### src/design/max_rectangle_binary_matrix_core_macros.svh
// Assertion macros for the maximal rectangle core.
// Included by the top level; expects clk and rst_n in scope.
`ifndef MAX_RECTANGLE_BINARY_MATRIX_CORE_MACROS_SVH
`define MAX_RECTANGLE_BINARY_MATRIX_CORE_MACROS_SVH

// Same-cycle implication, quiet during reset
`define MRBM_ASSERT_IMP(label, ante, cons, msg) \
    label: assert property (@(posedge clk) disable iff (!rst_n) (ante) |-> (cons)) \
        else $error(msg);

// Next-cycle implication, quiet during reset
`define MRBM_ASSERT_NXT(label, ante, cons, msg) \
    label: assert property (@(posedge clk) disable iff (!rst_n) (ante) |=> (cons)) \
        else $error(msg);

`endif

### src/design/mrbm_pkg.sv
// Shared constants, types and width helpers for the maximal rectangle core.
// No dependencies.
package mrbm_pkg;

    localparam int MAX_COLS_DEF = 64;
    localparam int MAX_ROWS_DEF = 1024;

    localparam int ROW_WIDTH_W = 7;
    localparam logic [ROW_WIDTH_W-1:0] ROW_WIDTH_RESET = 7'd64;

    localparam int AREA_W = 17;
    localparam logic [AREA_W-1:0] AREA_MAX = '1;

    localparam int IN_TDATA_W  = 8;
    localparam int OUT_TDATA_W = 24;

    typedef struct packed {
        logic pop;
        logic clear;
    } best_cmd_t;

    function automatic int addr_bits(input int n);
        return (n > 1) ? $clog2(n) : 1;
    endfunction

endpackage

### src/design/max_rectangle_binary_matrix_core.sv
// Top level of the maximal rectangle core: configuration, output register, checks.
// Depends on mrbm_pkg, mrbm_ctrl, mrbm_best and the assertion macro header.
//
// Cells of a binary matrix enter one item at a time in row-major order; on the item
// marked tlast the core emits the area of the largest all-ones rectangle and starts
// afresh with the next item. Rows are row_width columns wide (0 acts as 1, values above
// MAX_COLS act as MAX_COLS). Each cell passes through accept, height read-modify-write
// and push, with one extra step for every bar popped from the histogram stack; at the
// end of a row the stack drains at one entry per cycle. Every column is pushed and
// popped once per row, and the stack memory allows one pop per cycle. After the last
// cell the area moves into the output register, which waits there while the next
// matrix already streams in; a second area waits until it is taken.
`include "max_rectangle_binary_matrix_core_macros.svh"

module max_rectangle_binary_matrix_core #(
    parameter int MAX_COLS = mrbm_pkg::MAX_COLS_DEF,
    parameter int MAX_ROWS = mrbm_pkg::MAX_ROWS_DEF
) (
    input  logic                             clk,
    input  logic                             rst_n,
    input  logic                             cfg_we,
    input  logic [mrbm_pkg::ROW_WIDTH_W-1:0] cfg_wdata,     // row_width
    input  logic                             s_axis_tvalid,
    output logic                             s_axis_tready,
    input  logic [mrbm_pkg::IN_TDATA_W-1:0]  s_axis_tdata,  // [0] cell_req
    input  logic                             s_axis_tlast,  // last_cell
    output logic                             m_axis_tvalid,
    input  logic                             m_axis_tready,
    output logic [mrbm_pkg::OUT_TDATA_W-1:0] m_axis_tdata   // [16:0] max_area
);

    import mrbm_pkg::*;

    localparam int H_W    = $clog2(MAX_ROWS + 1);
    localparam int SPAN_W = $clog2(MAX_COLS + 1);

    logic [ROW_WIDTH_W-1:0] row_width_reg;
    logic                   out_valid_reg, out_valid_next;
    logic [AREA_W-1:0]      out_area_reg;
    logic                   result_req, result_ack;
    best_cmd_t              cmd;
    logic [H_W-1:0]         pop_height;
    logic [SPAN_W-1:0]      pop_span;
    logic [AREA_W-1:0]      best_area;

    mrbm_ctrl #(
        .MAX_COLS (MAX_COLS),
        .MAX_ROWS (MAX_ROWS)
    ) u_ctrl (
        .clk        (clk),
        .rst_n      (rst_n),
        .row_width  (row_width_reg),
        .in_valid   (s_axis_tvalid),
        .in_ready   (s_axis_tready),
        .cell_req   (s_axis_tdata[0]),
        .last_cell  (s_axis_tlast),
        .result_req (result_req),
        .result_ack (result_ack),
        .cmd        (cmd),
        .pop_height (pop_height),
        .pop_span   (pop_span)
    );

    mrbm_best #(
        .H_W    (H_W),
        .SPAN_W (SPAN_W)
    ) u_best (
        .clk        (clk),
        .rst_n      (rst_n),
        .cmd        (cmd),
        .pop_height (pop_height),
        .pop_span   (pop_span),
        .best_area  (best_area)
    );

    assign result_ack = !out_valid_reg || m_axis_tready;

    always_comb
    begin
        out_valid_next = out_valid_reg;
        if (m_axis_tready)
        begin
            out_valid_next = 1'b0;
        end
        if (result_req && result_ack)
        begin
            out_valid_next = 1'b1;
        end
    end

    always_ff @(posedge clk or negedge rst_n)
    begin
        if (!rst_n)
        begin
            row_width_reg <= ROW_WIDTH_RESET;
            out_valid_reg <= 1'b0;
        end
        else
        begin
            if (cfg_we)
            begin
                row_width_reg <= cfg_wdata;
            end
            out_valid_reg <= out_valid_next;
        end
    end

    always_ff @(posedge clk)
    begin
        if (result_req && result_ack)
        begin
            out_area_reg <= best_area;
        end
    end

    assign m_axis_tvalid = out_valid_reg;
    assign m_axis_tdata  = {{(OUT_TDATA_W - AREA_W){1'b0}}, out_area_reg};

    `MRBM_ASSERT_IMP(a_no_accept_when_pending, s_axis_tready, !result_req, "item taken with result pending")
    `MRBM_ASSERT_NXT(a_one_item_at_a_time, s_axis_tvalid && s_axis_tready, !s_axis_tready, "second item taken while busy")
    `MRBM_ASSERT_NXT(a_best_cleared_on_result, result_req && result_ack, m_axis_tvalid && (best_area == '0), "best area not cleared after result")

endmodule

### src/design/mrbm_ram.sv
// Generic single-write, single-read synchronous RAM with registered read.
// Depends on mrbm_pkg for address width.
module mrbm_ram #(
    parameter int WIDTH = 8,
    parameter int DEPTH = 16,
    localparam int AW = mrbm_pkg::addr_bits(DEPTH)
) (
    input  logic             clk,
    input  logic             we,
    input  logic [AW-1:0]    waddr,
    input  logic [WIDTH-1:0] wdata,
    input  logic             re,
    input  logic [AW-1:0]    raddr,
    output logic [WIDTH-1:0] rdata
);

    logic [WIDTH-1:0] mem [DEPTH];
    logic [WIDTH-1:0] rdata_reg;

    always_ff @(posedge clk)
    begin
        if (we)
        begin
            mem[waddr] <= wdata;
        end
        if (re)
        begin
            rdata_reg <= mem[raddr];
        end
    end

    assign rdata = rdata_reg;

endmodule

### src/design/mrbm_best.sv
// Area unit: bar height times span, saturated, folded into the running best.
// Depends on mrbm_pkg.
module mrbm_best #(
    parameter int H_W    = 11,
    parameter int SPAN_W = 7
) (
    input  logic                        clk,
    input  logic                        rst_n,
    input  mrbm_pkg::best_cmd_t         cmd,
    input  logic [H_W-1:0]              pop_height,
    input  logic [SPAN_W-1:0]           pop_span,
    output logic [mrbm_pkg::AREA_W-1:0] best_area
);

    import mrbm_pkg::*;

    localparam int PROD_W = H_W + SPAN_W;
    localparam int CMP_W  = (PROD_W > AREA_W) ? PROD_W : AREA_W;

    logic [PROD_W-1:0] prod;
    logic [AREA_W-1:0] area;
    logic [AREA_W-1:0] best_reg;
    logic [AREA_W-1:0] best_next;

    always_comb
    begin
        prod = PROD_W'(pop_height) * PROD_W'(pop_span);
        if (CMP_W'(prod) > CMP_W'(AREA_MAX))
        begin
            area = AREA_MAX;
        end
        else
        begin
            area = AREA_W'(prod);
        end

        best_next = best_reg;
        if (cmd.clear)
        begin
            best_next = '0;
        end
        else if (cmd.pop && (area > best_reg))
        begin
            best_next = area;
        end
    end

    always_ff @(posedge clk or negedge rst_n)
    begin
        if (!rst_n)
        begin
            best_reg <= '0;
        end
        else
        begin
            best_reg <= best_next;
        end
    end

    assign best_area = best_reg;

endmodule

### src/design/mrbm_ctrl.sv
// Sequencer: column height read-modify-write and the histogram index stack.
// Depends on mrbm_pkg and mrbm_ram; drives mrbm_best through a command struct.
module mrbm_ctrl #(
    parameter int MAX_COLS = 64,
    parameter int MAX_ROWS = 1024,
    localparam int H_W     = $clog2(MAX_ROWS + 1),
    localparam int SPAN_W  = $clog2(MAX_COLS + 1)
) (
    input  logic                             clk,
    input  logic                             rst_n,
    input  logic [mrbm_pkg::ROW_WIDTH_W-1:0] row_width,
    input  logic                             in_valid,
    output logic                             in_ready,
    input  logic                             cell_req,
    input  logic                             last_cell,
    output logic                             result_req,
    input  logic                             result_ack,
    output mrbm_pkg::best_cmd_t              cmd,
    output logic [H_W-1:0]                   pop_height,
    output logic [SPAN_W-1:0]                pop_span
);

    import mrbm_pkg::*;

    localparam int COL_W   = addr_bits(MAX_COLS);
    localparam int DEPTH_W = SPAN_W;
    localparam int WW      = (SPAN_W > ROW_WIDTH_W) ? SPAN_W : ROW_WIDTH_W;
    localparam int ST_W    = COL_W + H_W;

    localparam logic [2:0] ST_IDLE  = 3'd0;
    localparam logic [2:0] ST_READ  = 3'd1;
    localparam logic [2:0] ST_POP   = 3'd2;
    localparam logic [2:0] ST_FLUSH = 3'd3;
    localparam logic [2:0] ST_DONE  = 3'd4;

    logic [2:0]          state_reg, state_next;
    logic [COL_W-1:0]    col_reg, col_next;
    logic [DEPTH_W-1:0]  depth_reg, depth_next;
    logic                top_ram_reg, top_ram_next;
    logic [MAX_COLS-1:0] hvalid_reg, hvalid_next;
    logic                last_reg, last_next;
    logic                cell_reg, cell_next;
    logic [H_W-1:0]      h_reg, h_next;
    logic [COL_W-1:0]    left_reg, left_next;
    logic [COL_W-1:0]    top_left_reg, top_left_next;
    logic [H_W-1:0]      top_h_reg, top_h_next;

    logic                hram_re, hram_we;
    logic [H_W-1:0]      hram_rdata, hram_wdata;
    logic                st_re, st_we;
    logic [COL_W-1:0]    st_raddr, st_waddr;
    logic [ST_W-1:0]     st_rdata, st_wdata;

    logic [COL_W-1:0]    top_left;
    logic [H_W-1:0]      top_h;
    logic [H_W-1:0]      h_old, h_new;
    logic [WW-1:0]       rw_ext, w_eff, col_p1_w;
    logic [SPAN_W-1:0]   col_p1, pop_end;
    logic [DEPTH_W-1:0]  depth_m2;
    logic                row_end;
    logic                pop_en;

    mrbm_ram #(
        .WIDTH (H_W),
        .DEPTH (MAX_COLS)
    ) u_height_ram (
        .clk   (clk),
        .we    (hram_we),
        .waddr (col_reg),
        .wdata (hram_wdata),
        .re    (hram_re),
        .raddr (col_reg),
        .rdata (hram_rdata)
    );

    mrbm_ram #(
        .WIDTH (ST_W),
        .DEPTH (MAX_COLS)
    ) u_stack_ram (
        .clk   (clk),
        .we    (st_we),
        .waddr (st_waddr),
        .wdata (st_wdata),
        .re    (st_re),
        .raddr (st_raddr),
        .rdata (st_rdata)
    );

    always_comb
    begin
        top_left = top_ram_reg ? st_rdata[ST_W-1:H_W] : top_left_reg;
        top_h    = top_ram_reg ? st_rdata[H_W-1:0]    : top_h_reg;

        h_old = hvalid_reg[col_reg] ? hram_rdata : '0;
        if (!cell_reg)
        begin
            h_new = '0;
        end
        else if (h_old >= H_W'(MAX_ROWS))
        begin
            h_new = H_W'(MAX_ROWS);
        end
        else
        begin
            h_new = H_W'(h_old + 1'b1);
        end

        rw_ext = WW'(row_width);
        if (rw_ext == '0)
        begin
            w_eff = WW'(1);
        end
        else if (rw_ext > WW'(MAX_COLS))
        begin
            w_eff = WW'(MAX_COLS);
        end
        else
        begin
            w_eff = rw_ext;
        end
        col_p1   = SPAN_W'(col_reg) + 1'b1;
        col_p1_w = WW'(col_p1);
        row_end  = last_reg || (col_p1_w >= w_eff);
        depth_m2 = depth_reg - DEPTH_W'(2);
    end

    always_comb
    begin
        state_next    = state_reg;
        col_next      = col_reg;
        depth_next    = depth_reg;
        top_ram_next  = top_ram_reg;
        hvalid_next   = hvalid_reg;
        last_next     = last_reg;
        cell_next     = cell_reg;
        h_next        = h_reg;
        left_next     = left_reg;
        top_left_next = top_left_reg;
        top_h_next    = top_h_reg;

        hram_re    = 1'b0;
        hram_we    = 1'b0;
        hram_wdata = h_new;
        st_re      = 1'b0;
        st_we      = 1'b0;
        st_raddr   = COL_W'(depth_m2);
        st_waddr   = COL_W'(depth_reg);
        st_wdata   = {left_reg, h_reg};

        pop_en     = 1'b0;
        pop_end    = SPAN_W'(col_reg);
        in_ready   = 1'b0;
        result_req = 1'b0;
        cmd.clear  = 1'b0;

        case (state_reg)
            ST_IDLE:
            begin
                in_ready = 1'b1;
                if (in_valid)
                begin
                    cell_next  = cell_req;
                    last_next  = last_cell;
                    left_next  = col_reg;
                    hram_re    = 1'b1;
                    state_next = ST_READ;
                end
            end
            ST_READ:
            begin
                hram_we             = 1'b1;
                hvalid_next[col_reg] = 1'b1;
                h_next              = h_new;
                state_next          = ST_POP;
            end
            ST_POP:
            begin
                if ((depth_reg != '0) && (top_h >= h_reg))
                begin
                    pop_en = 1'b1;
                end
                else
                begin
                    st_we         = 1'b1;
                    top_left_next = left_reg;
                    top_h_next    = h_reg;
                    top_ram_next  = 1'b0;
                    depth_next    = depth_reg + 1'b1;
                    if (row_end)
                    begin
                        state_next = ST_FLUSH;
                    end
                    else
                    begin
                        col_next   = col_reg + 1'b1;
                        state_next = ST_IDLE;
                    end
                end
            end
            ST_FLUSH:
            begin
                pop_end = col_p1;
                if (depth_reg != '0)
                begin
                    pop_en = 1'b1;
                end
                else
                begin
                    col_next   = '0;
                    state_next = last_reg ? ST_DONE : ST_IDLE;
                end
            end
            ST_DONE:
            begin
                result_req = 1'b1;
                if (result_ack)
                begin
                    hvalid_next = '0;
                    cmd.clear   = 1'b1;
                    last_next   = 1'b0;
                    state_next  = ST_IDLE;
                end
            end
            default:
            begin
                state_next = ST_IDLE;
            end
        endcase

        // drop the top bar; the entry below becomes the top on the next cycle
        if (pop_en)
        begin
            depth_next   = depth_reg - 1'b1;
            left_next    = top_left;
            top_ram_next = 1'b1;
            st_re        = (depth_reg > DEPTH_W'(1));
        end

        cmd.pop    = pop_en;
        pop_height = top_h;
        pop_span   = pop_end - SPAN_W'(top_left);
    end

    always_ff @(posedge clk or negedge rst_n)
    begin
        if (!rst_n)
        begin
            state_reg   <= ST_IDLE;
            col_reg     <= '0;
            depth_reg   <= '0;
            top_ram_reg <= 1'b0;
            hvalid_reg  <= '0;
            last_reg    <= 1'b0;
        end
        else
        begin
            state_reg   <= state_next;
            col_reg     <= col_next;
            depth_reg   <= depth_next;
            top_ram_reg <= top_ram_next;
            hvalid_reg  <= hvalid_next;
            last_reg    <= last_next;
        end
    end

    always_ff @(posedge clk)
    begin
        cell_reg     <= cell_next;
        h_reg        <= h_next;
        left_reg     <= left_next;
        top_left_reg <= top_left_next;
        top_h_reg    <= top_h_next;
    end

endmodule
### config.mk
export PLATFORM = sky130hd
export DESIGN_NAME = max_rectangle_binary_matrix_core
export DESIGN_NICKNAME = d
export VERILOG_FILES = /design/src/design/mrbm_pkg.sv /design/src/design/max_rectangle_binary_matrix_core.sv /design/src/design/mrbm_ram.sv /design/src/design/mrbm_best.sv /design/src/design/mrbm_ctrl.sv
export VERILOG_INCLUDE_DIRS = /design/src /design/src/design
export SDC_FILE = /design/constraint.sdc
export NUM_CORES = 2
export LEC_CHECK = 0
export BUFFER_PORTS_ARGS = -buffer_cell sky130_fd_sc_hd__buf_2
export CAP_MARGIN = 20
export CELL_PAD_IN_SITES_DETAIL_PLACEMENT = 1
export CELL_PAD_IN_SITES_GLOBAL_PLACEMENT = 2
export CORE_UTILIZATION = 28
export CTS_CLUSTER_DIAMETER = 150
export DETAILED_ROUTE_END_ITERATION = 16
export GPL_TIMING_DRIVEN = 0
export PLACE_DENSITY = 0.46
export SKIP_LAST_GASP = 1
export SLEW_MARGIN = 20
export SYNTH_ARGS = -nofsm -noshare
export SYNTH_HDL_FRONTEND = slang
export SYNTH_SLANG_ARGS = --single-unit
### constraint.sdc
create_clock -name clk -period 16.6 [get_ports clk]
set_clock_uncertainty 0.15 [all_clocks]
set_input_delay 2.49 -clock clk [delete_from_list [all_inputs] [get_ports clk]]
set_output_delay 2.49 -clock clk [all_outputs]
set_load 0.02 [all_outputs]
==> metrics.md <==
| Metric | Value |
|---|---|
| Status | complete, no violations |
| Final setup viols | 0 |
| Residual DRC | 0 |
| H-tree depth | 4 |
| Cts bufs inserted | ~230 |
| Post-synthesis area per instance | between 15 and 20 um^2 |
| Initial core utilization | 0.2825 |
| Buffers on Ports | 31 |
| Ratio of final minimum period to clock period | 0.7659 |
| Worst Setup End Kind | register |
| Dpl cell area | between 80000 and 90000 um^2 |
| Synth Register Bits | just under 2000 |
| CP peak stage delay | 0.71 ns |
| CTS sink count | between 1500 and 2000 |
| Worst Path Max Fanout | 10 |
| Via Count | around 44000 |
| Post-synth EDFFs | roughly 1900 |
| Dpl hpwl | around 210 mm |
| Max-slew violations | 0 |
| Final Hold Slack | between 0.3 and 0.4 ns |
| Synth Flop Type | edfxtp_1 |
| CTS resizes | 0 |
| Final cell count without fillers | between 8000 and 9000 |
| Final Hold Fails | 0 |
| Arrival time at the worst endpoint | 13.24 ns |
| Netlist cell types | 69 |
| TritonCTS clock tree | done |
| GRT overflow | 0 |
| Die Area | around 290000 um^2 |
| Max Fclk | slightly below 80 MHz |
| Async S/R FF share, synth | 0.05407 |
| Routability cong. | about 0.86 |
| Critical path class | reg -> reg |
| Antenna violations before repair | 30 |
| YS warnings | 0 |
| CP max stage cell | buf_2 |
| Core area | about 280000 um^2 |
| Nets@finish | between 4000 and 5000 |
| Vias per std cell | around 5.1 |
| CP Launch Type | register |
| Die Y | 536.6 um |
| Final min period | approximately 13 ns |
| Mapped Cells | around 4300 |
| Vias in the first global route | about 46000 |
| Fill cells | 28250 |
| Share of layout cells above drive strength 1 | 0.2600 |
| CP dominant cell by count | inv_1 |
| Actual slew at the worst max-slew pin | between 1 and 1.5 ns |
| Final WL | around 300 mm |
| Number of detailed-routing iterations run before antenna repair | 5 |
| Register area | roughly 60000 um^2 |
| I/O pin count | 47 |
| Final Cell Area | 95520 um^2 |
| Worst hold path type | reg -> reg |
| Slew HR | 0.1780 |
| Setup repair bufs after CTS | 0 |
| First-pass GRT wire length | between 400 and 500 mm |
| Initial DRC count | 3797 |
| Clock Latency Late Sink | 0.91 ns |
| Core Rows | slightly below 200 |
| WP data required | between 15 and 20 ns |
| Sequential element share of the synthesized area | 0.7359 |
| Post-Syn Area | about 80000 um^2 |
| Die width | around 540 um |
| Clk slew on worst S/H paths | ~0.06 ns |
| Tot GR Track Use | 0.2059 |
| Max-cap violations | 0 |
| Multi-input logic area | 20430 um^2 |
| Largest net degree at the start of global routing | between 70 and 80 |
| Post-CTS Hold Buffers | 0 |
| Placed Cells | between 8000 and 9000 |
| Wire length per cell | 34.41 um |
| Root buffer cell | clkbuf_16 |
| Setup tns final | 0 ns |
| Post-route ant nets | 0 |
| CTS Buffer Depth | 4 |
| RSZ-0062 raised after global routing | false |
| Max reg flops | around 1100 |
| Area Growth Syn to Fin | 19.36% |
-- cell type report --
class | instances | area share
buffer | 231 | 0.01130
sequential | 1979 | 0.6165
clock inverter | 114 | 0.009811
inverter | 144 | 0.005659
tap | 3743 | 0.04903
timing repair buffer | 197 | 0.02988
antenna | 6 | 0.0001572
clock buffer | 302 | 0.06378
multi-input combinational | 1930 | 0.2138
-- layout by cell type (no fill, tap or decap), types with 12 or more instances in the layout --
cell type,n
clkbuf_8,13
nand3_1,44
a21oi_1,82
dfrtp_1,106
nor2_4,71
nand4_1,14
mux4_2,403
buf_4,24
buf_12,15
mux2i_1,88
clkinv_1,50
buf_8,94
buf_2,108
buf_6,32
o21ai_0,70
a21o_1,12
edfxtp_1,1872
nor3_1,39
nand2b_1,33
buf_16,22
clkbuf_16,227
xor2_1,17
clkbuf_2,29
ha_1,90
a22oi_1,82
buf_1,13
nor2b_1,12
o22ai_1,36
mux2_2,63
clkinv_2,41
a22o_1,13
a221oi_1,103
fa_1,45
nand2_1,105
nor2_2,69
inv_1,141
and2_1,12
xnor2_1,19
clkbuf_1,153
nor2_1,255
-- worst max-delay path: cells and delay by family (launching register included) --
family / cells / cell delay [ns]
buf+inv: 15 / 4.83
fa+ha+maj: 7 / 2.87
compound gates: 10 / 2.18
simple gates: 7 / 1.47
flops: 1 / 0.41
xor+xnor: 2 / 0.40
mux: 1 / 0.12
-- worst paths after layout --
check | from | cells past startpoint | endpoint | slack [ns]
max | u_ctrl.col_reg[2] | 42 | u_best.best_area[16] | 3.89
min | u_best.best_area[13] | 0 | out_area_reg[13] | 0.32
max reg2reg | u_ctrl.col_reg[2] | 42 | u_best.best_area[16] | 3.89
min reg2reg | u_best.best_area[13] | 0 | out_area_reg[13] | 0.32
max in group asynchronous | rst_n | 2 | u_ctrl.hvalid_reg[7] | 14.15
min in group asynchronous | rst_n | 1 | u_best.best_area[5] | 1.37
-- kinds of logic (layout without fill, tap and decap cells) --
| family | Yosys count | count (layout) | synth area share |
|---|---|---|---|
| simple gates | 707 | 707 | 0.03843 |
| other cells | 1 | 13 | 0.00004686 |
| fa+ha+maj | 135 | 135 | 0.02533 |
| flops | 1979 | 1979 | 0.7359 |
| mux | 554 | 554 | 0.1333 |
| buf+inv | 375 | 988 | 0.01962 |
| xor+xnor | 39 | 39 | 0.004268 |
| compound gates | 488 | 488 | 0.04312 |
-- Yosys cell counts, drive strengths merged, types with 7 or more instances --
library cell,instances,share of area
a221oi,104,0.011
o22ai,36,0.0028
xor2,19,0.0021
inv,141,0.0066
o22a,7,0.00077
a21o,12,0.0011
o221ai,8,0.00088
a221o,7,0.00088
o21ai,71,0.0044
and3,8,0.00063
nand4,14,0.0011
a21oi,84,0.0053
a31oi,9,0.00070
mux4,403,0.11
xnor2,20,0.0022
a22oi,82,0.0077
edfxtp,1872,0.70
dfrtp,106,0.033
a22o,13,0.0014
nor3,42,0.0026
mux2,63,0.0089
nand2,109,0.0051
ha,90,0.014
mux2i,88,0.011
and2,13,0.0010
a211oi,8,0.00075
nand3,49,0.0031
or3,7,0.00055
fa,45,0.011
buf,111,0.0072
nor2b,13,0.0010
or2,8,0.00063
nor2,395,0.019
clkbuf,120,0.0056
nand2b,33,0.0026
-- per-stage QoR --
stage	utilization	setup WS, ns
after floorplan	-	7.540
after global placement	0.2997	2.537
after detailed placement	0.3123	3.772
after CTS	0.3371	3.694
after global routing	0.3372	3.120
final	0.3372	3.886
-- layer usage --
layer	vias to the layer above	track usage	routed length, um
li1	18120	-	-
met1	24070	0.2854	133300
met2	1127	0.3408	142700
met3	380	0.02415	13050
met4	2	0.05670	8476
met5	-	0	13
Power is not shown: default switching activity piles up to over one toggle a cycle in this logic, so the estimate is an artifact.
